--- src/plse_pkg.sv ---
package plse_pkg;

  // Size of the message store in bytes. The store is split into an even and
  // an odd bank so that two neighboring bytes can be read in the same cycle.
  localparam int MSG_BYTES  = 4096;
  localparam int MSG_AW     = $clog2(MSG_BYTES);
  localparam int BANK_DEPTH = MSG_BYTES / 2;
  localparam int BANK_AW    = MSG_AW - 1;
  localparam int LOAD_PTR_W = MSG_AW + 1;

  localparam int LEN_W     = 13;
  localparam int BPP_W     = 3;
  localparam int BIT_PTR_W = 16;
  localparam int CFG_W     = 13;
  localparam int DATA_W    = 32;
  localparam int BYTE_W    = 8;
  localparam int KMAX      = 4;
  localparam int CNT_W     = 4;

  localparam logic [BPP_W-1:0] BPP_MIN = 3'd1;
  localparam logic [BPP_W-1:0] BPP_MAX = 3'd4;

  localparam logic KIND_PALETTE = 1'b0;
  localparam logic KIND_PIXEL   = 1'b1;

  typedef enum logic [1:0] {
    CMD_LOAD    = 2'd0,
    CMD_PALETTE = 2'd1,
    CMD_PIXEL   = 2'd2,
    CMD_NONE    = 2'd3
  } cmd_t;

  typedef enum logic {
    REG_BITS_PER_PIXEL = 1'b0,
    REG_MESSAGE_LENGTH = 1'b1
  } reg_idx_t;

  typedef struct packed {
    logic [1:0]        cmd;
    logic [DATA_W-1:0] data;
    logic              final_pixel;
  } plse_in_t;

  typedef struct packed {
    logic              kind;
    logic [DATA_W-1:0] value;
    logic              last_of_run;
    logic              message_left_over;
  } plse_out_t;

  // Work handed from the front end to the embed stage.
  typedef struct packed {
    logic              is_pixel;
    logic [DATA_W-1:0] data;     // palette word, or shifted pixel in the low byte
    logic [2:0]        off;      // bit offset inside the first message byte
    logic [BPP_W-1:0]  k;        // effective bits per pixel
    logic [BPP_W-1:0]  n;        // message bits actually taken
    logic              odd;      // first byte lives in the odd bank
    logic              left;     // message bits remain after the final pixel
  } plse_op_t;

  // Request to the two message banks.
  typedef struct packed {
    logic               we0;
    logic               we1;
    logic [BANK_AW-1:0] waddr;
    logic [BYTE_W-1:0]  wdata;
    logic               re;
    logic [BANK_AW-1:0] raddr0;
    logic [BANK_AW-1:0] raddr1;
  } plse_mem_req_t;

endpackage

--- src/plse_embed.sv ---
module plse_embed
  import plse_pkg::*;
(
  input  logic              clk,
  input  logic              rst_n,
  input  logic              op_valid,
  input  plse_op_t          op,
  input  logic [BYTE_W-1:0] rd0,
  input  logic [BYTE_W-1:0] rd1,
  input  logic              push_ok,
  output logic              s1_free,
  output logic              push_valid,
  output plse_out_t         push_data
);

  logic             s1_valid_r, s1_valid_nxt;
  plse_op_t         s1_op_r, s1_op_nxt;
  logic [CNT_W-1:0] cnt_r, cnt_nxt;

  logic              advance;
  logic              last;
  logic [BYTE_W-1:0] byte_a;
  logic [BYTE_W-1:0] byte_b;
  logic [15:0]       window;
  logic [KMAX-1:0]   top;
  logic [KMAX-1:0]   bits;
  logic [KMAX-1:0]   keep;
  logic [BYTE_W-1:0] pix;

  assign advance    = s1_valid_r && push_ok;
  assign last       = (cnt_r == '0);
  assign s1_free    = !s1_valid_r || (advance && last);
  assign push_valid = advance;

  // The two banks hold neighboring bytes; the parity picks which is first.
  assign byte_a = s1_op_r.odd ? rd1 : rd0;
  assign byte_b = s1_op_r.odd ? rd0 : rd1;
  assign window = {byte_a, byte_b} << s1_op_r.off;
  assign top    = window[15:12];
  assign bits   = top >> (3'(KMAX) - s1_op_r.k);
  // Bits past the end of the message read as zero.
  assign keep   = KMAX'(4'hF << (s1_op_r.k - s1_op_r.n));
  assign pix    = s1_op_r.data[BYTE_W-1:0] | BYTE_W'(bits & keep);

  always_comb begin
    push_data = '0;
    if (s1_op_r.is_pixel) begin
      push_data.kind              = KIND_PIXEL;
      push_data.value             = DATA_W'(pix);
      push_data.last_of_run       = 1'b1;
      push_data.message_left_over = s1_op_r.left;
    end else begin
      push_data.kind              = KIND_PALETTE;
      push_data.value             = s1_op_r.data;
      push_data.last_of_run       = last;
      push_data.message_left_over = 1'b0;
    end
  end

  always_comb begin
    s1_valid_nxt = s1_valid_r;
    s1_op_nxt    = s1_op_r;
    cnt_nxt      = cnt_r;
    if (op_valid) begin
      s1_valid_nxt = 1'b1;
      s1_op_nxt    = op;
      cnt_nxt      = op.is_pixel ? '0 : CNT_W'((5'd1 << op.k) - 5'd1);
    end else if (advance && last) begin
      s1_valid_nxt = 1'b0;
    end else if (advance) begin
      cnt_nxt = cnt_r - CNT_W'(1);
    end
  end

  always_ff @(posedge clk) begin
    if (!rst_n) begin
      s1_valid_r <= 1'b0;
      cnt_r      <= '0;
    end else begin
      s1_valid_r <= s1_valid_nxt;
      cnt_r      <= cnt_nxt;
    end
    s1_op_r <= s1_op_nxt;
  end

endmodule

--- config.mk ---
export PLATFORM = sky130hd
export DESIGN_NAME = plse_embed
export DESIGN_NICKNAME = d
export VERILOG_FILES = /design/src/plse_pkg.sv /design/src/plse_embed.sv
export SDC_FILE = /design/constraint.sdc
export NUM_CORES = 1
export LEC_CHECK = 0
export BUFFER_PORTS_ARGS = -buffer_cell sky130_fd_sc_hd__buf_4
export CAP_MARGIN = 20
export CORE_UTILIZATION = 40
export DETAILED_ROUTE_END_ITERATION = 8
export PLACE_DENSITY = 0.66
export SLEW_MARGIN = 0
export SYNTH_ARGS = -nofsm -noshare
export SYNTH_HDL_FRONTEND = slang
export SYNTH_SLANG_ARGS = --single-unit
export TNS_END_PERCENT = 50
--- constraint.sdc ---
create_clock -name clk -period 5.6 [get_ports clk]
set_input_delay 0.28 -clock clk [delete_from_list [all_inputs] [get_ports clk]]
set_output_delay 0.28 -clock clk [all_outputs]
set_load 0.02 [all_outputs]
==> flow_summary.toml <==
[run_status]
status = "finished clean"

[cts]
cts_made_buffers = 5
cts_tree = "done"
postCtsSetupRepairBufs = 0
clk_pin_slew_worst_paths_ps = 90
cts_hold_buf = 0
clock_latency_ps = 300
h-tree-depth = 2
cts-root-buf = "clkbuf_8"
clock_sinks = 49
clockBufferDepth = 2
ctsResizeCount = 0

[die]
initial_utilization_pct = 41.5
die_h_um = 80.6
core_area_mm2 = 0.00596
fp.dieW_um = 80.6
die_area_mm2 = 0.00649
ioPinCount = 101
std_cell_rows = 28

[worst_hold_path]
hold-path-endpoint = "s1_op_r[19]"
min-delay-path-class = "in -> reg"
whs_path_depth = 1
hold_start = "op[19]"

[synth]
synth_adder_area_share_pct = 2.84
synth_xor_area_share_pct = 1.42
async_reset_ff_share_pct = 0
yosys.area_share.simple_pct = 13.0
synth_top_family_by_area = "multiplexers"
ys_warn_count = 0
syn_inst = 170
synth.avg_cell_area_um2 = 14.5
seq_area_frac_synth_pct = 57.5
synth_compound_area_share_pct = 4.10
synth_edf_count = 44
synth-seq-cells = 49
synthMuxAreaShare_pct = 16.5
synthFlopType = "edfxtp_1"
syn_area_mm2 = 0.00247
synth_cell_type_count = 37
syn_nets = 239

[finish]
multi_input_area_um2 = 933
area_growth_syn_to_layout_pct = 34.8
finish.utilization_pct = 55.9
fill_cells = 532
drive_above_1_share_pct = 43.1
fin_nets = 335
final_common_cell = "buf_4"
mostFrequentLayoutCells = "100 x buf_4, 44 x edfxtp_1, 25 x nor2b_1"
seqCellArea_mm2 = 0.00142
n_antenna_cell = 0
final_cell_count_no_fill = 342

[worst_setup_path]
critPathLaunchType = "flip-flop"
r2r_end = "cnt_r[0]"
regToRegStartpoint = "cnt_r[0]"
critPathArrivalTime_ps = 2760
worstPathMaxFanout = 12
r2r_slack_ps = 3920
setup.worst_path.class = "reg -> out"
crit_start = "s1_op_r[8]"
required_ps = 5320
ff2ff_path_depth = 7
end_kind = "output pin"

[drt]
viasPerCell = 4.86
postRouteAntennaNets = 0
wl_per_cell_um = 15.0
vias = 1663
routed_wl_um = 5130
dr.pass1.iters = 4
drtIter0Drc = 66
drc = 0

[global_routing]
overflow = 0
grt_max_degree = 53
first_global_vias = 1562
antenna_found_initial = 0
track_usage_pct = 15.4
grt_pass1_wl_um = 7480

[timing]
slew_violations = 0
slew-limit-headroom_pct = 41.9
clock.fmax_ghz = 0.329
tightest_slew_ps = 871
setup_viol = 0
fin_crit_sh_pct = 54.3
period_needed_ps = 3040
fin_skew_ps = 9.45
rsz0062_at_grt = "false"
hold_viol = 0
tns_ps = 0

[job]
maxCapViolCount = 0

[power]
powerDensity_mw_per_mm2 = 257
ir_worst_vdd_uv = 158
total_power_w = 0.000856
p_leak_nw = 1.41

[place]
gp_congestion = 0.791
io_buffers = 100
dp_cells = 334
post-dp-hpwl_um = 3940
-- flip-flops by register name, indices dropped and copies added, names as in the netlist --
signal and count:
s1_valid_r 1, cnt_r 4, s1_op_r 44
-- synth_stat cells (all sizes together) (2+ instances only) --
cell | n | area (µm²)
buf | 7 | 56.3
edfxtp | 44 | 1320
nor2 | 8 | 30.0
nor4 | 2 | 12.5
ha | 4 | 50.1
and2 | 3 | 18.8
or3 | 2 | 12.5
o22ai | 3 | 18.8
nor2b | 25 | 156
a21oi | 2 | 10.0
nand2 | 6 | 22.5
mux2i | 8 | 80.1
a211oi | 2 | 15.0
inv | 9 | 33.8
xnor2 | 3 | 26.3
o21ai | 2 | 10.0
mux4 | 13 | 327
dfxtp | 5 | 100
nor3b | 2 | 15.0
nor3 | 4 | 20.0
clkbuf | 4 | 25.0
-- metrics by stage --
stage / hold WS, ps / setup WS (ps) / area [µm²]
after global routing: 134 / 2430 / 3330
after CTS: 138 / 2560 / 3330
after detailed placement: 459 / 2900 / 3230
after global placement: 458 / 2960 / 3230
final: 150 / 2560 / 3330
after floorplan: 379 / 3120 / 2470
-- area by class of cell --
type | instances | share of cell area, %
clock buffers | 6 | 2.48
well taps | 75 | 2.82
flip-flops and latches | 49 | 42.7
multi-input cells | 101 | 28.0
clock inverters | 2 | 0.413
repair buffers | 100 | 22.5
inverters | 9 | 1.01
-- metal layers --
layer  vias up  global-route usage (%)  routed length [µm]
met5         -                       0                   0
met2        41                    27.5                2800
met1       788                    19.3                2120
met3         6                    2.05                 174
li1        828                       -                   -
met4         0                    4.82                  43
-- power breakdown --
part / internal [W] / switching [W] / total, W
combinational: 0.000104 / 0.0000884 / 0.000192
clock: 0.000100 / 0.000115 / 0.000216
sequential: 0.000429 / 0.0000191 / 0.000448
-- critical path, stage by stage (launching register included) --
cell	delay, ps
edfxtp_1	700
mux4_1	630
mux2i_1	280
mux4_2	330
nor3_1	50
or3_1	310
buf_4	160
-- worst max-delay path by stage --
stage,end,slack (ps)
after CTS,push_data[2],2560
after detailed placement,push_data[2],2900
after global routing,push_data[2],2430
after floorplan,push_data[2],3120
after global placement,push_data[2],2960
final,push_data[2],2560
-- cells by family (layout without fill, tap and decap cells) --
kind of cell    Yosys count  after routing
compound gates           14             14
xor+xnor                  4              4
buf+inv                  20            117
mux                      21             21
fa+ha+maj                 5              5
flops                    49             49
simple gates             57             57
Note: power is estimated with default switching activity, not from simulation.
