==> src/plse_pkg.sv <==
package plse_pkg;

  // Size of the message store in bytes. The store is split into an even and
  // an odd bank so that two neighboring bytes can be read in the same cycle.
  localparam int MSG_BYTES  = 4096;
  localparam int MSG_AW     = $clog2(MSG_BYTES);
  localparam int BANK_DEPTH = MSG_BYTES / 2;
  localparam int BANK_AW    = MSG_AW - 1;
  localparam int LOAD_PTR_W = MSG_AW + 1;

  localparam int LEN_W     = 13;
  localparam int BPP_W     = 3;
  localparam int BIT_PTR_W = 16;
  localparam int CFG_W     = 13;
  localparam int DATA_W    = 32;
  localparam int BYTE_W    = 8;
  localparam int KMAX      = 4;
  localparam int CNT_W     = 4;

  localparam logic [BPP_W-1:0] BPP_MIN = 3'd1;
  localparam logic [BPP_W-1:0] BPP_MAX = 3'd4;

  localparam logic KIND_PALETTE = 1'b0;
  localparam logic KIND_PIXEL   = 1'b1;

  typedef enum logic [1:0] {
    CMD_LOAD    = 2'd0,
    CMD_PALETTE = 2'd1,
    CMD_PIXEL   = 2'd2,
    CMD_NONE    = 2'd3
  } cmd_t;

  typedef enum logic {
    REG_BITS_PER_PIXEL = 1'b0,
    REG_MESSAGE_LENGTH = 1'b1
  } reg_idx_t;

  typedef struct packed {
    logic [1:0]        cmd;
    logic [DATA_W-1:0] data;
    logic              final_pixel;
  } plse_in_t;

  typedef struct packed {
    logic              kind;
    logic [DATA_W-1:0] value;
    logic              last_of_run;
    logic              message_left_over;
  } plse_out_t;

  // Work handed from the front end to the embed stage.
  typedef struct packed {
    logic              is_pixel;
    logic [DATA_W-1:0] data;     // palette word, or shifted pixel in the low byte
    logic [2:0]        off;      // bit offset inside the first message byte
    logic [BPP_W-1:0]  k;        // effective bits per pixel
    logic [BPP_W-1:0]  n;        // message bits actually taken
    logic              odd;      // first byte lives in the odd bank
    logic              left;     // message bits remain after the final pixel
  } plse_op_t;

  // Request to the two message banks.
  typedef struct packed {
    logic               we0;
    logic               we1;
    logic [BANK_AW-1:0] waddr;
    logic [BYTE_W-1:0]  wdata;
    logic               re;
    logic [BANK_AW-1:0] raddr0;
    logic [BANK_AW-1:0] raddr1;
  } plse_mem_req_t;

endpackage

==> src/plse_ctrl.sv <==
module plse_ctrl
  import plse_pkg::*;
(
  input  logic          clk,
  input  logic          rst_n,
  input  logic          cfg_valid,
  output logic          cfg_ready,
  input  logic          cfg_index,
  input  logic [CFG_W-1:0] cfg_data,
  input  logic          in_valid,
  output logic          in_ready,
  input  plse_in_t      in_data,
  input  logic          s1_free,
  output logic          op_valid,
  output plse_op_t      op,
  output plse_mem_req_t mem_req
);

  logic [BPP_W-1:0]      bpp_r, bpp_nxt;
  logic [LEN_W-1:0]      len_r, len_nxt;
  logic [LOAD_PTR_W-1:0] load_ptr_r, load_ptr_nxt;
  logic [BIT_PTR_W-1:0]  bit_ptr_r, bit_ptr_nxt;

  logic                  accept;
  logic                  cfg_we;
  cmd_t                  cmd;
  logic [BPP_W-1:0]      k;
  logic [LEN_W-1:0]      len_eff;
  logic [BIT_PTR_W-1:0]  total;
  logic [BIT_PTR_W-1:0]  remaining;
  logic [BPP_W-1:0]      take;
  logic [BIT_PTR_W-1:0]  ptr_adv;
  logic [MSG_AW-1:0]     idx;
  logic                  store_full;

  assign cfg_ready = 1'b1;
  assign cfg_we    = cfg_valid && cfg_ready;
  assign in_ready  = s1_free;
  assign accept    = in_valid && in_ready;
  assign cmd       = cmd_t'(in_data.cmd);

  always_comb begin
    if (bpp_r < BPP_MIN) begin
      k = BPP_MIN;
    end else if (bpp_r > BPP_MAX) begin
      k = BPP_MAX;
    end else begin
      k = bpp_r;
    end
  end

  assign len_eff    = (len_r > LEN_W'(MSG_BYTES)) ? LEN_W'(MSG_BYTES) : len_r;
  assign total      = BIT_PTR_W'({len_eff, 3'b000});
  assign remaining  = total - bit_ptr_r;
  assign store_full = (load_ptr_r >= LOAD_PTR_W'(MSG_BYTES));
  assign idx        = bit_ptr_r[MSG_AW+2:3];

  always_comb begin
    if (bit_ptr_r >= total) begin
      take = '0;
    end else if (remaining < BIT_PTR_W'(k)) begin
      take = remaining[BPP_W-1:0];
    end else begin
      take = k;
    end
  end

  assign ptr_adv = bit_ptr_r + BIT_PTR_W'(take);

  // Work for the embed stage.
  always_comb begin
    op          = '0;
    op_valid    = 1'b0;
    op.k        = k;
    op.n        = take;
    op.off      = bit_ptr_r[2:0];
    op.odd      = idx[0];
    op.left     = in_data.final_pixel && (ptr_adv < total);
    case (cmd)
      CMD_PALETTE: begin
        op_valid    = accept;
        op.is_pixel = 1'b0;
        op.data     = in_data.data;
      end
      CMD_PIXEL: begin
        op_valid    = accept;
        op.is_pixel = 1'b1;
        op.data     = DATA_W'(BYTE_W'(in_data.data[BYTE_W-1:0] << k));
      end
      default: begin
        op_valid = 1'b0;
      end
    endcase
  end

  // Bank accesses: loads write one bank, a pixel reads both.
  always_comb begin
    mem_req        = '0;
    mem_req.waddr  = load_ptr_r[MSG_AW-1:1];
    mem_req.wdata  = in_data.data[BYTE_W-1:0];
    mem_req.we0    = accept && (cmd == CMD_LOAD) && !store_full && !load_ptr_r[0];
    mem_req.we1    = accept && (cmd == CMD_LOAD) && !store_full && load_ptr_r[0];
    mem_req.re     = accept && (cmd == CMD_PIXEL);
    mem_req.raddr0 = idx[MSG_AW-1:1] + BANK_AW'(idx[0]);
    mem_req.raddr1 = idx[MSG_AW-1:1];
  end

  always_comb begin
    bpp_nxt      = bpp_r;
    len_nxt      = len_r;
    load_ptr_nxt = load_ptr_r;
    bit_ptr_nxt  = bit_ptr_r;
    if (accept && (cmd == CMD_LOAD) && !store_full) begin
      load_ptr_nxt = load_ptr_r + LOAD_PTR_W'(1);
    end
    if (accept && (cmd == CMD_PIXEL)) begin
      bit_ptr_nxt = in_data.final_pixel ? '0 : ptr_adv;
    end
    if (cfg_we) begin
      case (reg_idx_t'(cfg_index))
        REG_BITS_PER_PIXEL: begin
          bpp_nxt = cfg_data[BPP_W-1:0];
        end
        REG_MESSAGE_LENGTH: begin
          len_nxt      = cfg_data[LEN_W-1:0];
          load_ptr_nxt = '0;
          bit_ptr_nxt  = '0;
        end
        default: begin
          bpp_nxt = bpp_r;
        end
      endcase
    end
  end

  always_ff @(posedge clk) begin
    if (!rst_n) begin
      bpp_r      <= BPP_MIN;
      len_r      <= '0;
      load_ptr_r <= '0;
      bit_ptr_r  <= '0;
    end else begin
      bpp_r      <= bpp_nxt;
      len_r      <= len_nxt;
      load_ptr_r <= load_ptr_nxt;
      bit_ptr_r  <= bit_ptr_nxt;
    end
  end

endmodule

==> config.mk <==
export PLATFORM = sky130hd
export DESIGN_NAME = plse_ctrl
export DESIGN_NICKNAME = d
export VERILOG_FILES = /design/src/plse_pkg.sv /design/src/plse_ctrl.sv
export SDC_FILE = /design/constraint.sdc
export NUM_CORES = 1
export LEC_CHECK = 0
export ABC_AREA = 1
export BUFFER_PORTS_ARGS = -buffer_cell sky130_fd_sc_hd__buf_2
export CORE_MARGIN = 2
export CORE_UTILIZATION = 57
export DETAILED_ROUTE_END_ITERATION = 12
export MAX_ROUTING_LAYER = met4
export PLACE_DENSITY = 0.91
export SLEW_MARGIN = 5
export SYNTH_ARGS = -nofsm -noshare
export SYNTH_HDL_FRONTEND = slang
export SYNTH_SLANG_ARGS = --single-unit
==> constraint.sdc <==
create_clock -name clk -period 8.05 [get_ports clk]
set_input_delay 0.805 -clock clk [delete_from_list [all_inputs] [get_ports clk]]
set_output_delay 0.805 -clock clk [all_outputs]
set_load 0.01 [all_outputs]
==> impl_metrics.tcl, run 1 <==
set metrics [dict create \
    status "complete, no violations" \
    clkLatencyLatePin_ns 0.30 \
    drt-initial-drc-count 365 \
    intPower_mw 0.377 \
    die_y_um 95.9 \
    cts_setup_buffers 0 \
    slew_headroom_pct 31.0 \
    p_clk_share_pct 22.1 \
    fin_tns_setup_ns 0 \
    synth_edf_count 0 \
    chipWidth_um 95.9 \
    cts.clk_slew.worst_paths_ns 0.09 \
    cp.arrival_ns 5.84 \
    finalNonFillerCells 1015 \
    whs_ns 0.476 \
    dp_hpwl_um 10500 \
    tightest_slew_ns 1.03 \
    syn_inst 815 \
    n_antenna_cell 0 \
    rows 33 \
    worstSetupPathType "reg2out" \
    crit_top_cell "nand2_1" \
    cts_num_sinks 45 \
    fin_crit_sh_pct 82.6 \
    leakage_nw 3.27 \
    peakVddDrop_uv 146 \
    clockBufferDepth 2 \
    cts_tree "built" \
    syn2layout_area_growth_pct 12.0 \
    io_buffer_count 143 \
    drt_pre_antenna_iters 5 \
    cts_buffers 5 \
    setup_violations 0 \
    grt_pass1_wl_um 20300 \
    netSwitchingFraction_pct 39.5 \
    fin_skew_ns 0.00516 \
    yosysWarningCount 0 \
    async_flop_share_pct 0 \
    layout_min_cycle_time_ns 6.65 \
    cts_resized 0 \
    grt_overflow 0 \
    maxSlewViolCount 0 \
    final_nets 1003 \
    hold_viol 0 \
    synth_cell_types 44 \
    drt_wl_total_um 12700 \
    ant_nets 0 \
    p_comb_share_pct 40.5 \
    start_kind "flip-flop" \
    io_pins 145 \
    grtUsageTotal_pct 28.2 \
    fillCellCount 743 \
    ys_seq_area_share_pct 18.7 \
    power.share.sequential_pct 37.4 \
    htreeDepth 2 \
    cp_max_fo 12 \
    die-area_um2 9200 \
    syn_avg_cell_area_um2 5.91 \
    antenna_found_initial 0 \
    dp.cells 1007 \
    rsz0062_at_grt "no" \
    hold_buffers 0 \
    crit_path_max_incr_delay_ns 0.33 \
    switching_power_mw 0.246 \
    drc 0 \
    vias 5215 \
    grt_pass1_vias 4593 \
    worstHoldPathType "reg2reg" \
    worst_setup_path_end_kind "output pin" \
    ys_seq_elements 45 \
    drive_gt1_share_pct 19.7 \
    viasPerCell 5.14 \
    power_density_nw_per_um2 116 \
    place_congestion 0.996 \
    start_util_pct 58.6 \
    wire_per_inst_um 12.5 \
    cts_root_buf "clkbuf_8" \
    cp.required_ns 7.24 \
    grt_max_degree 32 \
    fmax_mhz 150 \
    cp_slowest_cell "dfxtp_1" \
    syn-num-nets 909 \
    synthFlopType "dfxtp_1" \
    cap_viol_max_count 0 \
    core_um2 8220 \
    netlist_area_um2 4810 \
]
area by class of cell:
type | count | area (um^2) | area share (%)
well taps | 105 | 131 | 2.44
clock buffers | 5 | 68.8 | 1.28
inverters | 159 | 597 | 11.1
repair buffers | 143 | 716 | 13.3
multi-input cells | 555 | 2960 | 54.9
flip-flops and latches | 45 | 901 | 16.7
clock inverters | 3 | 17.5 | 0.325
cells in the final DEF, fill, tap and decap left out, types with 2 or more instances in the layout:
cell type,synthesis,final
a211oi_1,2,2
a22oi_1,3,3
and2_1,2,2
o211ai_1,2,2
nand4_1,9,9
nor2_1,88,88
nand3_2,4,4
nand2_1,213,213
nor3_1,5,5
a31oi_1,4,4
nand3_1,45,45
nand3b_1,2,2
inv_1,157,157
buf_2,5,143
clkinv_2,0,2
ha_1,39,39
o22ai_1,2,2
nor4_1,7,7
inv_2,2,2
clkbuf_8,0,5
mux2i_1,2,2
a21oi_1,37,37
o21ai_0,28,28
xor2_1,28,28
dfxtp_1,45,45
nand2_2,8,8
nor2_2,10,10
kinds of logic after synthesis:
group / after synthesis / synth area share (%)
buffers and inverters: 215 / 19.8
XOR/XNOR: 29 / 5.28
AND/OR/NAND/NOR: 399 / 35.6
multiplexers: 2 / 0.416
adder cells (fa/ha/maj): 40 / 10.6
flip-flops: 45 / 18.7
AO/OA/AOI/OAI: 84 / 9.59
other: 1 / 0.0779
power groups by stage:
stage,clock [mW],combinational (mW),sequential (mW)
floorplan,0,0.183,0.236
global placement,0,0.244,0.238
global route,0.145,0.290,0.234
finish,0.138,0.252,0.233
detailed placement,0,0.248,0.238
CTS,0.138,0.249,0.233
state kept, by name, indices dropped and copies added (netlist names):
signal      cells
load_ptr_r     13
len_r          13
bit_ptr_r      16
bpp_r           3
worst paths after layout:
check                                 from                  endpoint  slack, ns  cells past startpoint
setup / recovery     len_r[8]$_SDFFE_PN0P_                     op[0]       1.40                     36
hold / removal    bit_ptr_r[15]$_SDFF_PN0_  bit_ptr_r[15]$_SDFF_PN0_       0.48                      2
setup reg to reg     len_r[8]$_SDFFE_PN0P_  bit_ptr_r[10]$_SDFF_PN0_       3.36                     29
hold reg to reg   bit_ptr_r[15]$_SDFF_PN0_  bit_ptr_r[15]$_SDFF_PN0_       0.48                      2
worst max-delay path: cells and delay by family, from the launching register on:
kind | cells | cell delay [ns]
xor+xnor | 1 | 0.15
compound gates | 6 | 0.91
simple gates | 21 | 2.80
buf+inv | 4 | 0.37
flops | 1 | 0.33
fa+ha+maj | 4 | 0.98
Yosys cell counts, types with 3 or more instances:
cell type  count  share of area (%)
a21oi_1       37                3.8
a22oi_1        3               0.47
a31oi_1        4               0.52
buf_2          5               0.52
buf_4         36                5.6
clkbuf_1      12               0.94
dfxtp_1       45                 19
ha_1          39                 10
inv_1        157                 12
nand2_1      213                 17
nand2_2        8                1.0
nand3_1       45                4.7
nand3_2        4               0.83
nand4_1        9                1.2
nor2_1        88                6.9
nor2_2        10                1.3
nor3_1         5               0.52
nor4_1         7               0.91
o21ai_0       28                2.9
xor2_1        28                5.1
layer usage:
| metal | vias up | wire, um | GRT usage [%] |
|---|---|---|---|
| met1 | 2327 | 5540 | 36.5 |
| li1 | 2673 | - | - |
| met4 | 0 | 330 | 8.93 |
| met5 | - | 0 | - |
| met3 | 31 | 792 | 3.05 |
| met2 | 184 | 6030 | 46.3 |
metrics by stage:
step	total power, mW	instance area (um^2)	util, %	setup WS (ns)
6_report	0.624	5390	65.6	1.40
5_1_grt	0.669	5390	65.6	0.840
4_1_cts	0.621	5390	65.6	1.46
3_5_place_dp	0.487	5310	64.6	1.87
3_3_place_gp	0.482	5310	64.6	2.09
2_1_floorplan	0.420	4810	-	2.45
(Power assumes the default switching activity.)
==> inputs of run 2 (changes only) <==
- CORE_UTILIZATION: 57 -> 48
- PLACE_DENSITY: 0.91 -> 0.82
- clock period: 8.05 -> 5.94 ns (I/O delays scaled with it)
==> impl_metrics.tcl, run 2 (synthesis gave the netlist of run 1 again) <==
set metrics [dict create \
    status "complete, but fails checks" \
    failed_checks "setup timing" \
    reg2reg_from "len_r[3]$_SDFFE_PN0P_" \
    ff2ff_path_depth 34 \
    cts_tree "built" \
    grt_overflow 0 \
    start_util_pct 49.3 \
    drt_pre_antenna_iters 6 \
    grt_max_degree 32 \
    grtUsageTotal_pct 23.4 \
    clkLatencyLatePin_ns 0.30 \
    cp.arrival_ns 5.41 \
    io_buffer_count 143 \
    viasPerCell 4.97 \
    final_nets 1024 \
    core_um2 9770 \
    drt-initial-drc-count 410 \
    tightest_slew_ns 1.03 \
    r2r_end "bit_ptr_r[10]$_SDFF_PN0_" \
    antenna_found_initial 0 \
    cap_viol_max_count 0 \
    crit_top_cell "nand2_1" \
    largest_reg_flops 16 \
    stdcell_area_um2 5980 \
    chipWidth_um 104 \
    setup_violations 1 \
    final.setup.worst_slack_ns -0.0643 \
    cts_num_sinks 45 \
    layout_commonest_cell "nand2_1" \
    top_register "bit_ptr_r" \
    min_from "bit_ptr_r[15]$_SDFF_PN0_" \
    clockBufferDepth 2 \
    rows 36 \
    grt_pass1_vias 4479 \
    dp_hpwl_um 10500 \
    die-area_um2 10800 \
    final_cell_mix "nand2_1 (180), inv_1 (146), buf_2 (143)" \
    cts.clk_slew.worst_paths_ns 0.09 \
    layout_min_cycle_time_ns 6.00 \
    hold_buffers 0 \
    die_y_um 104 \
    hold_viol 0 \
    cts_buffers 5 \
    peakVddDrop_uv 144 \
    syn2layout_area_growth_pct 24.2 \
    total_power_mw 0.935 \
    cp_slowest_cell "dfxtp_4" \
    worstHoldPathType "reg2reg" \
    gr-usage-met1_pct 31.6 \
    place_congestion 0.987 \
    power_density_nw_per_um2 156 \
    fmax_mhz 167 \
    grtUsageMet3_pct 2.57 \
    vias 5291 \
    rrSetupSlack_ns 1.50 \
    rsz0062_at_grt "yes" \
    fin_crit_sh_pct 101 \
    hold_end "bit_ptr_r[15]$_SDFF_PN0_" \
    slew_headroom_pct 31.5 \
    holdPathStages 2 \
    top_usage_layer "met2" \
    htreeDepth 2 \
    leakage_nw 3.41 \
    n_antenna_cell 0 \
    preCtsSetupSlack_ns 0.133 \
    grt_pass1_wl_um 20800 \
    drt_wl_total_um 13800 \
    grtUsageMet2_pct 38.1 \
    whs_ns 0.471 \
    finalNonFillerCells 1064 \
    worst_setup_path_end_kind "output pin" \
    cp_max_fo 5 \
    crit_path_max_incr_delay_ns 0.36 \
    placed_area_um2 5370 \
    cts_root_buf "clkbuf_8" \
    dp.cells 1038 \
    fin_skew_ns 0.0171 \
    reg.largest.list "bit_ptr_r: 16 flops, len_r: 13 flops, load_ptr_r: 13 flops" \
    cp.required_ns 5.35 \
    start_kind "flip-flop" \
    drc 0 \
    drive_gt1_share_pct 30.3 \
    ant_nets 0 \
    worstSetupPathType "reg2out" \
    wire_per_inst_um 12.9 \
    maxSlewViolCount 0 \
    io_pins 145 \
    crit_path_start "len_r[3]$_SDFFE_PN0P_" \
]
-- run 2: cell count changes in the layout (fill, tap and decap cells not counted), moves of 9 or more --
cell / change
buf_4: +19
ha_1: -12
ha_4: +10
inv_2: +11
nor2_1: -9
nand2_1: -33
nand2_2: +26
inv_1: -11
-- run 2: power breakdown --
part           internal (mW)  total, mW  switching [mW]
clock                  0.105      0.207           0.102
sequential             0.309      0.319         0.00999
combinational          0.159      0.409           0.249
total                  0.574      0.935           0.361
-- run 2: critical path: cells and delay by family (launching register included) --
kind / cells / cell delay [ns]
DFF: 1 / 0.36
adders and majority gates: 4 / 0.94
AOI/OAI and AO/OA: 5 / 0.59
buffers and inverters: 6 / 0.62
and+or+nand+nor: 24 / 2.44
xor gates and xnor gates: 1 / 0.15
-- run 2: worst max path at each step --
| stage | endpoint | slack [ns] | cells past startpoint |
|---|---|---|---|
| 2_1_floorplan | op[0] | 0.55 | 38 |
| 5_1_grt | op[0] | -0.40 | 36 |
| 3_5_place_dp | op[0] | 0.13 | 36 |
| 6_report | op[0] | -0.06 | 40 |
| 4_1_cts | op[0] | 0.007 | 36 |
| 3_3_place_gp | op[0] | 0.27 | 36 |
-- run 2: per-layer routing --
| layer | vias up | part of all wire, % |
|---|---|---|
| li1 | 2711 | - |
| met1 | 2378 | 45 |
| met2 | 181 | 48 |
| met3 | 21 | 5.9 |
| met4 | 0 | 1.3 |
| met5 | - | 0 |
-- run 2: through the flow --
step	util (%)	setup TNS (ns)
2_1_floorplan	-	0
3_3_place_gp	54.9	0
3_5_place_dp	54.9	0
4_1_cts	56.2	0
5_1_grt	61.2	-0.405
6_report	61.2	-0.0643
-- run 2: what timing repair did --
action,in CTS,in global routing
setup endpoints to repair,1,1
pin swaps,2,43
gates resized for setup,6,104
buffers inserted,1,17
-- run 2: final cells by class --
type	count	area, um^2
clock inverter	1	5.00
fill	901	3790
sequential	45	905
multi-input combinational	555	3330
tap	133	166
inverter	159	597
timing repair buffer	164	881
clock buffer	7	96.3
