<file path="src/plse_pkg.sv">
package plse_pkg;

  // Size of the message store in bytes. The store is split into an even and
  // an odd bank so that two neighboring bytes can be read in the same cycle.
  localparam int MSG_BYTES  = 4096;
  localparam int MSG_AW     = $clog2(MSG_BYTES);
  localparam int BANK_DEPTH = MSG_BYTES / 2;
  localparam int BANK_AW    = MSG_AW - 1;
  localparam int LOAD_PTR_W = MSG_AW + 1;

  localparam int LEN_W     = 13;
  localparam int BPP_W     = 3;
  localparam int BIT_PTR_W = 16;
  localparam int CFG_W     = 13;
  localparam int DATA_W    = 32;
  localparam int BYTE_W    = 8;
  localparam int KMAX      = 4;
  localparam int CNT_W     = 4;

  localparam logic [BPP_W-1:0] BPP_MIN = 3'd1;
  localparam logic [BPP_W-1:0] BPP_MAX = 3'd4;

  localparam logic KIND_PALETTE = 1'b0;
  localparam logic KIND_PIXEL   = 1'b1;

  typedef enum logic [1:0] {
    CMD_LOAD    = 2'd0,
    CMD_PALETTE = 2'd1,
    CMD_PIXEL   = 2'd2,
    CMD_NONE    = 2'd3
  } cmd_t;

  typedef enum logic {
    REG_BITS_PER_PIXEL = 1'b0,
    REG_MESSAGE_LENGTH = 1'b1
  } reg_idx_t;

  typedef struct packed {
    logic [1:0]        cmd;
    logic [DATA_W-1:0] data;
    logic              final_pixel;
  } plse_in_t;

  typedef struct packed {
    logic              kind;
    logic [DATA_W-1:0] value;
    logic              last_of_run;
    logic              message_left_over;
  } plse_out_t;

  // Work handed from the front end to the embed stage.
  typedef struct packed {
    logic              is_pixel;
    logic [DATA_W-1:0] data;     // palette word, or shifted pixel in the low byte
    logic [2:0]        off;      // bit offset inside the first message byte
    logic [BPP_W-1:0]  k;        // effective bits per pixel
    logic [BPP_W-1:0]  n;        // message bits actually taken
    logic              odd;      // first byte lives in the odd bank
    logic              left;     // message bits remain after the final pixel
  } plse_op_t;

  // Request to the two message banks.
  typedef struct packed {
    logic               we0;
    logic               we1;
    logic [BANK_AW-1:0] waddr;
    logic [BYTE_W-1:0]  wdata;
    logic               re;
    logic [BANK_AW-1:0] raddr0;
    logic [BANK_AW-1:0] raddr1;
  } plse_mem_req_t;

endpackage

</file>
<file path="src/plse_skid.sv">
module plse_skid
  import plse_pkg::*;
(
  input  logic      clk,
  input  logic      rst_n,
  input  logic      push_valid,
  input  plse_out_t push_data,
  output logic      push_ok,
  output logic      out_valid,
  input  logic      out_ready,
  output plse_out_t out_data
);

  logic      out_valid_r, out_valid_nxt;
  logic      skid_valid_r, skid_valid_nxt;
  plse_out_t out_r, out_nxt;
  plse_out_t skid_r, skid_nxt;

  assign push_ok   = !skid_valid_r;
  assign out_valid = out_valid_r;
  assign out_data  = out_r;

  always_comb begin
    out_valid_nxt  = out_valid_r;
    skid_valid_nxt = skid_valid_r;
    out_nxt        = out_r;
    skid_nxt       = skid_r;
    if (!out_valid_r || out_ready) begin
      if (skid_valid_r) begin
        out_nxt        = skid_r;
        out_valid_nxt  = 1'b1;
        skid_valid_nxt = 1'b0;
      end else begin
        out_nxt       = push_data;
        out_valid_nxt = push_valid;
      end
    end else if (push_valid) begin
      skid_nxt       = push_data;
      skid_valid_nxt = 1'b1;
    end
  end

  always_ff @(posedge clk) begin
    if (!rst_n) begin
      out_valid_r  <= 1'b0;
      skid_valid_r <= 1'b0;
    end else begin
      out_valid_r  <= out_valid_nxt;
      skid_valid_r <= skid_valid_nxt;
    end
    out_r  <= out_nxt;
    skid_r <= skid_nxt;
  end

endmodule

</file>
<file path="config.mk">
export PLATFORM = sky130hd
export DESIGN_NAME = plse_skid
export DESIGN_NICKNAME = d
export VERILOG_FILES = /design/src/plse_pkg.sv /design/src/plse_skid.sv
export SDC_FILE = /design/constraint.sdc
export NUM_CORES = 1
export LEC_CHECK = 0
export BUFFER_PORTS_ARGS = -buffer_cell sky130_fd_sc_hd__buf_4
export CORE_MARGIN = 10
export CORE_UTILIZATION = 55
export DETAILED_ROUTE_END_ITERATION = 7
export GPL_ROUTABILITY_DRIVEN = 0
export PLACE_DENSITY = 0.93
export SLEW_MARGIN = 30
export SYNTH_ARGS = -nofsm -noshare
export SYNTH_HDL_FRONTEND = slang
export SYNTH_SLANG_ARGS = --single-unit
</file>
<file path="constraint.sdc">
create_clock -name clk -period 8.7 [get_ports clk]
set_clock_uncertainty 0.1 [all_clocks]
set_input_delay 1.74 -clock clk [delete_from_list [all_inputs] [get_ports clk]]
set_output_delay 1.74 -clock clk [all_outputs]
set_load 0.01 [all_outputs]
</file>
==> results of run 1 <==
-- Yosys cell counts --
| cell type | number |
|---|---|
| mux2_2 | 7 |
| dfxtp_1 | 2 |
| nor2_2 | 1 |
| nor2_1 | 1 |
| inv_1 | 2 |
| nor3b_2 | 1 |
| buf_12 | 3 |
| buf_6 | 1 |
| a21boi_0 | 1 |
| nand2b_1 | 1 |
| edfxtp_1 | 70 |
| mux2_4 | 28 |
-- final timing paths --
path                              from               endpoint  slack (ns)  cells past startpoint
max          skid_valid_r$_SDFFE_PP0P_                push_ok        5.50                      2
min                skid_r[5]$_DFFE_PP_  out_data[5]$_DFFE_PP_        0.45                      1
max reg2reg     out_valid$_SDFFE_PN0P_   skid_r[32]$_DFFE_PP_        6.87                      3
min reg2reg        skid_r[5]$_DFFE_PP_  out_data[5]$_DFFE_PP_        0.45                      1
-- cells in the final DEF (no fill, tap or decap), drive strengths merged --
cell,instances
mux2,35
bufinv,2
nor3b,1
clkinvlp,1
buf,76
nor2,2
edfxtp,70
nand2b,1
inv,2
clkbuf,9
dfxtp,2
a21boi,1
clkinv,4
-- metal layers --
layer	part of all wire, %	wire [um]	GRT usage [%]
met2	51	2620	21.0
met3	9.4	478	7.73
met4	1.0	51	4.70
met5	0	0	0
met1	38	1950	12.6
-- metrics by stage --
step / power [uW] / instances / hold WS (ns)
final: 746 / 273 / 0.449
after global routing: 773 / 273 / 0.460
after CTS: 753 / 272 / 0.451
after detailed placement: 480 / 256 / 0.434
after global placement: 478 / 256 / 0.428
after floorplan: 441 / 118 / 0.423
-- sequential cells by signal (all words and copies together) (netlist names) --
register and flops:
out_data 35, out_valid 1, skid_r 35, skid_valid_r 1
-- report_power, final --
group	total [uW]	internal, uW	switching, uW
Sequential	407	400	7.16
Combinational	65.3	39.9	25.5
Clock	274	159	115
-- area by class of cell --
cell class	count	area, um^2
timing repair buffer	76	591
inverter	2	7.51
clock buffer	9	124
fill	282	1200
tap	67	83.8
multi-input combinational	40	551
clock inverter	7	86.3
sequential	72	2150
-- critical path: cells and delay by family, from the launching register on --
family	cells	cell delay, ns
flip-flops	1	0.77
buffers and inverters	2	0.25
-- cells by family (layout without fill, tap and decap cells) --
family                 Yosys count  count (layout)  synth area share [%]
multiplexers                    35              35                  18.1
AO/OA/AOI/OAI                    1               1                 0.272
flip-flops                      72              72                  77.7
AND/OR/NAND/NOR                  4               4                  1.04
buffers and inverters            6              94                  2.86
==> results.py, run 1 <==
metrics = {
    "clock_network": {
        "cts_htree_levels": 3,
        "cts-root-buf": "clkbuf_8",
        "cts_resized": 0,
        "cts_buffers": 9,
        "tritoncts": "done",
        "cts_setup_buffers": 0,
        "hold_buffers": 0,
        "cts.clk_slew.worst_paths_ns": 0.07,
        "cts_max_path_buffers": 2,
        "clk_latency_ns": 0.33,
        "clock_sinks": 72,
    },
    "detailed_routing": {
        "drt_iter0_drc": 69,
        "vias": 1328,
        "viasPerCell": 4.86,
        "wl_per_cell_um": 18.7,
        "first_pass_iters": 4,
        "ant_nets": 0,
        "routed_wl_um": 5100,
        "drc": 0,
    },
    "die": {
        "die_w_um": 90.8,
        "dieHeight_um": 90.8,
        "initial_core_util_pct": 57.6,
        "ios": 76,
        "dieArea_mm2": 0.00824,
        "rows": 25,
        "core-area_mm2": 0.00479,
    },
    "placement": {
        "placed_cell_area_mm2": 0.00335,
        "pre_cts_ws_ns": 4.68,
        "io_buffers": 75,
        "dpl.hpwl_um": 3610,
    },
    "setup_path": {
        "cpMaxStageDelayCell": "dfxtp_4",
        "crit_type": "reg2out",
        "slowest_delay_ns": 0.77,
        "worstPathRequired_ns": 6.86,
        "critPathLaunchType": "flip-flop",
        "crit_path_end_kind": "output pin",
        "path_max_fanout": 37,
        "cp_cell_sequence": "inv_1, buf_4",
        "cp.arrival_ns": 1.36,
    },
    "global_routing": {
        "overflow": 0,
        "grt_pass1_vias": 1499,
        "antenna_found_initial": 0,
        "grt_max_degree": 39,
        "grt_use_total_pct": 12.6,
        "grt_pass1_wl_um": 7910,
    },
    "power": {
        "powerDensity_mw_per_mm2": 208,
        "ir_drop_mv": 0.181,
        "leakagePower_uw": 0.00142,
    },
    "sta": {
        "grt_setup_unrepaired": "false",
        "max_freq_mhz": 312,
        "worst_pin_slew_ns": 0.632,
        "max_slew_margin_pct": 57.9,
        "tns_ns": 0,
        "finalCritPeriodShare_pct": 36.8,
        "setup_ws_ns": 5.50,
        "drv_slew": 0,
        "setup-violations-final": 0,
        "final_hold_viol_count": 0,
        "finalCriticalPeriod_ns": 3.20,
    },
    "cells_and_area": {
        "fin_nets": 240,
        "n_antenna_cell": 0,
        "fin_area_mm2": 0.00359,
        "drive_gt1_share_pct": 63.6,
        "fin_util_pct": 75.0,
        "synthToLayoutAreaGrowth_pct": 30.2,
    },
    "yosys": {
        "syn_nets": 157,
        "yosysWarningCount": 0,
        "synth_cells": 118,
        "synth_top_area_share_pct": 76.3,
        "synth.avg_cell_area_um2": 23.4,
        "syn_area_mm2": 0.00276,
        "ys_seq_area_share_pct": 77.7,
        "netlist_top_cells_area": "edfxtp_1 (76%), mux2_4 (15%), mux2_2 (2.9%)",
        "ys_types": 12,
        "ys_seq_elements": 72,
        "yosysTopAreaCell": "edfxtp_1",
    },
    "min_path": {
        "hold_path_class": "reg2reg",
    },
    "run": {
        "cap_viol_max_count": 0,
    },
    "run_status": {
        "status": "finished clean",
    },
}
Note: power is estimated with default switching activity, not from simulation.
==> run 2, diff against run 1 <==
CORE_UTILIZATION = 51   (was 55)
PLACE_DENSITY = 0.88   (was 0.93)
clock period = 3.4 ns   (was 8.7 ns; I/O delays follow)
==> run 2 against run 1 <==
Against the previous run: total power grew to 2.6 times the previous value; register-to-register slack got worse by 5.3 ns; critical endpoint unchanged; worst setup slack got worse by 4.1 ns; largest cell class unchanged; largest power group unchanged.
==> results.py, run 2 (synthesis results as in run 1) <==
metrics = {
    "die": {
        "dieArea_mm2": 0.00875,
        "die_w_um": 93.5,
        "initial_core_util_pct": 53.3,
        "core-area_mm2": 0.00517,
        "dieHeight_um": 93.5,
        "rows": 26,
        "ios": 76,
    },
    "clock_network": {
        "cts_max_path_buffers": 2,
        "cts_buffers": 9,
        "cts_htree_levels": 3,
        "cts-root-buf": "clkbuf_8",
        "clock_sinks": 72,
        "clk_latency_ns": 0.33,
        "tritoncts": "done",
        "cts.clk_slew.worst_paths_ns": 0.07,
        "hold_buffers": 0,
        "cts_setup_buffers": 0,
        "cts_resized": 0,
    },
    "sta": {
        "tns_ns": 0,
        "setup-violations-final": 0,
        "final_hold_viol_count": 0,
        "setup_ws_ns": 1.45,
        "drv_slew": 0,
        "max_slew_margin_pct": 63.0,
        "worst_pin_slew_ns": 0.554,
        "finalCritPeriodShare_pct": 57.5,
        "max_freq_mhz": 512,
        "holdWs_ns": 0.429,
        "finalCriticalPeriod_ns": 1.95,
        "grt_setup_unrepaired": "false",
    },
    "cells_and_area": {
        "fin_util_pct": 69.6,
        "drive_gt1_share_pct": 63.5,
        "mostFrequentLayoutCell": "buf_4",
        "fin_nets": 242,
        "n_antenna_cell": 0,
        "fillers": 330,
        "mostFrequentLayoutCells": "buf_4 (77), edfxtp_1 (70), mux2_4 (28)",
        "synthToLayoutAreaGrowth_pct": 30.6,
    },
    "setup_path": {
        "r2r_cells": 2,
        "crit_path_end_kind": "output pin",
        "cp.arrival_ns": 1.17,
        "critPathLaunchType": "flip-flop",
        "crit_type": "reg2out",
        "ff2ff_setup_slack_ns": 1.59,
        "worstPathRequired_ns": 2.62,
        "rr_startpoint": "skid_valid_r$_SDFFE_PP0P_",
        "path_max_fanout": 14,
        "r2r_end": "out_data[32]$_DFFE_PP_",
    },
    "global_routing": {
        "grt_pass1_vias": 1441,
        "antenna_found_initial": 0,
        "overflow": 0,
        "grt_use_total_pct": 11.3,
        "grt_pass1_wl_um": 7450,
        "grt_max_degree": 38,
    },
    "power": {
        "ir_drop_mv": 0.352,
        "leakagePower_uw": 0.00141,
        "powerDensity_mw_per_mm2": 532,
    },
    "min_path": {
        "hp-start": "push_data[1]",
        "hold_path_class": "in2reg",
        "holdPathEnd": "skid_r[1]$_DFFE_PP_",
        "hold_path_depth": 1,
    },
    "placement": {
        "io_buffers": 75,
        "pre_cts_ws_ns": 1.13,
        "dpl.hpwl_um": 3410,
    },
    "detailed_routing": {
        "viasPerCell": 4.78,
        "vias": 1329,
        "drc": 0,
        "drt_iter0_drc": 81,
        "ant_nets": 0,
        "routed_wl_um": 4850,
        "wl_per_cell_um": 17.4,
        "first_pass_iters": 4,
    },
    "run": {
        "cap_viol_max_count": 0,
    },
    "run_status": {
        "status": "finished clean",
    },
}
run 2: how the worst max path moves through the flow:
stage,slack (ns),from,end
2_1_floorplan,0.24,out_ready,skid_r[0]$_DFFE_PP_
3_3_place_gp,1.18,out_ready,skid_r[12]$_DFFE_PP_
3_5_place_dp,1.13,out_ready,skid_r[12]$_DFFE_PP_
4_1_cts,1.42,skid_valid_r$_SDFFE_PP0P_,push_ok
5_1_grt,1.37,skid_valid_r$_SDFFE_PP0P_,push_ok
6_report,1.45,skid_valid_r$_SDFFE_PP0P_,push_ok
run 2: worst max-delay path, cell delays in order (launching register included):
cell	delay, ns
dfxtp_2	0.61
inv_1	0.08
buf_4	0.16
run 2: layout make-up:
| cell class | instances | area [um^2] | share of cell area [%] |
|---|---|---|---|
| Tap cell | 70 | 87.6 | 2.43 |
| Clock inverter | 6 | 83.8 | 2.33 |
| Inverter | 2 | 7.51 | 0.208 |
| Sequential cell | 72 | 2140 | 59.5 |
| Timing Repair Buffer | 78 | 606 | 16.8 |
| Clock buffer | 10 | 128 | 3.54 |
| Multi-Input combinational cell | 40 | 546 | 15.1 |
run 2: per-layer routing:
| metal | global-route usage, % | routed length, um |
|---|---|---|
| met1 | 11.7 | 1860 |
| met2 | 17.9 | 2360 |
| met3 | 6.00 | 532 |
| met4 | 6.94 | 94 |
| met5 | 0 | 0 |
run 2: stage by stage:
stage / total power, uW / cells / area (um^2)
3_5_place_dp: 1230 / 261 / 3360
5_1_grt: 1990 / 278 / 3600
2_1_floorplan: 1130 / 118 / 2760
3_3_place_gp: 1220 / 261 / 3360
4_1_cts: 1930 / 277 / 3570
6_report: 1920 / 278 / 3600
run 2: power breakdown:
part,internal (uW),leakage (uW),total [uW],switching (uW)
clock network,409,0.0000999,710,301
registers,1020,0.000698,1040,14.2
logic,102,0.000616,169,67.1
total,1530,0.00141,1920,382
==> run 3, diff against run 2 <==
CORE_UTILIZATION = 46   (was 51)
PLACE_DENSITY = 0.84   (was 0.88)
clock period = 1.7 ns   (was 3.4 ns; I/O delays follow)
==> run 3 against run 2 <==
Against the previous run: sequential power grew 99%; die area rose by 8.5%; routed wire length grew 5.6%; worst setup slack worse by 1.3 ns; non-clock buffer count rose by 2; combinational power is 110% higher; largest cell class unchanged.
==> results.py, run 3 (synthesis results as in run 1) <==
metrics = {
    "sta": {
        "grt_setup_unrepaired": "false",
        "max_slew_margin_pct": 77.9,
        "max_freq_mhz": 645,
        "tns_ns": 0,
        "finalCritPeriodShare_pct": 91.2,
        "finalCriticalPeriod_ns": 1.55,
        "holdWs_ns": 0.0970,
        "final_hold_viol_count": 0,
        "drv_slew": 0,
        "worst_pin_slew_ns": 0.332,
        "setup-violations-final": 0,
    },
    "setup_path": {
        "critPathLaunchType": "flip-flop",
        "cp.arrival_ns": 1.11,
        "path_max_fanout": 15,
        "critPathLaunch": "skid_valid_r$_SDFFE_PP0P_",
        "r2r_cells": 2,
        "crit_type": "reg2out",
        "r2r_end": "out_data[0]$_DFFE_PP_",
        "rr_startpoint": "skid_valid_r$_SDFFE_PP0P_",
        "crit_path_end_kind": "output pin",
        "crit_end": "push_ok",
        "ff2ff_setup_slack_ns": 0.45,
        "worstPathRequired_ns": 1.26,
    },
    "die": {
        "dieHeight_um": 97.4,
        "rows": 28,
        "die_w_um": 97.4,
        "ios": 76,
        "initial_core_util_pct": 46.8,
        "dieArea_mm2": 0.00949,
        "core-area_mm2": 0.00589,
    },
    "detailed_routing": {
        "wl_per_cell_um": 18.0,
        "viasPerCell": 4.65,
        "wl_met1_um": 2170,
        "first_pass_iters": 4,
        "dr.max_layer_used": "met4",
        "wl_met2_um": 2520,
        "vias": 1321,
        "wl_met3_um": 359,
        "routed_wl_um": 5120,
        "ant_nets": 0,
        "drt_iter0_drc": 32,
        "drc": 0,
    },
    "clock_network": {
        "cts-root-buf": "clkbuf_8",
        "cts.clk_slew.worst_paths_ns": 0.07,
        "clk_latency_ns": 0.33,
        "tritoncts": "done",
        "cts_max_path_buffers": 2,
        "clock_sinks": 72,
        "cts_buffers": 9,
        "cts_setup_buffers": 0,
        "cts_htree_levels": 3,
    },
    "cells_and_area": {
        "final_cells": 284,
        "drive_gt1_share_pct": 63.6,
        "mostFrequentLayoutCells": "buf_4 (77), edfxtp_1 (70), mux2_4 (28)",
        "mostFrequentLayoutCell": "buf_4",
        "n_antenna_cell": 0,
        "fin_nets": 244,
        "fin_area_mm2": 0.00363,
        "synthToLayoutAreaGrowth_pct": 31.5,
        "fillers": 438,
    },
    "global_routing": {
        "grt_pass1_wl_um": 8010,
        "overflow": 0,
        "grt_use_total_pct": 10.8,
        "grt_pass1_vias": 1447,
        "grt_max_degree": 36,
        "antenna_found_initial": 0,
    },
    "placement": {
        "place_inst": 269,
        "placed_cell_area_mm2": 0.00342,
        "io_buffers": 75,
        "dpl.hpwl_um": 3800,
    },
    "min_path": {
        "hold_path_depth": 1,
        "hold_path_class": "in2reg",
    },
    "power": {
        "ir_drop_mv": 0.482,
        "leakagePower_uw": 0.00143,
        "powerDensity_mw_per_mm2": 1040,
    },
    "run_status": {
        "status": "finished clean",
    },
    "run": {
        "cap_viol_max_count": 0,
    },
}
-- run 3: changes by cell type in the layout (fill, tap and decap cells not counted), sizes merged --
| cell | before | now |
|---|---|---|
| clkinv | 2 | 3 |
| clkinvlp | 2 | 0 |
| buf | 78 | 80 |
-- run 3: layout make-up --
cell class                      instances  area, um^2  area share (%)
Sequential cell                        72        2140            59.1
Timing Repair Buffer                   80         629            17.4
Multi-Input combinational cell         40         551            15.2
Clock buffer                           10         128            3.52
Tap cell                               75        93.8            2.59
Clock inverter                          5        72.6            2.00
Inverter                                2        7.51           0.207
-- run 3: repair_timing --
action                                  CTS  global route
gates resized for setup                   0             1
hold buffers                              0             0
endpoints found under the hold margin     0             0
endpoints found under the setup margin    0             1
-- run 3: per-layer routing --
layer  global-route usage, %  up-vias
met3                    4.62        7
met5                       0        -
met2                    16.8       52
li1                        -      632
met4                    6.04        0
met1                    12.2      630
-- run 3: power by group --
group / switching (uW) / leakage, uW / internal [uW]
combinational: 141 / 0.000631 / 209
sequential: 25.5 / 0.000698 / 2050
clock: 558 / 0.000101 / 806
-- run 3: worst min path at each step --
stage	from	endpoint
finish	push_data[14]	skid_r[14]$_DFFE_PP_
global route	push_data[11]	skid_r[11]$_DFFE_PP_
CTS	push_data[33]	skid_r[33]$_DFFE_PP_
detailed placement	push_data[27]	skid_r[27]$_DFFE_PP_
global placement	skid_r[12]$_DFFE_PP_	out_data[12]$_DFFE_PP_
floorplan	push_data[0]	skid_r[0]$_DFFE_PP_
-- run 3: critical path, stage by stage, from the launching register on --
cell and delay, ns:
dfxtp_2 0.36, buf_6 0.23, inv_1 0.06, buf_4 0.14
-- run 3: stage by stage --
stage	total power, uW	setup slack (ns)	util, %
final	3790	0.150	61.6
after global placement	2460	0.342	58.1
after global routing	3930	0.0734	61.6
after detailed placement	2470	0.329	58.1
after floorplan	2260	-0.0876	-
after CTS	3840	0.0575	61.5
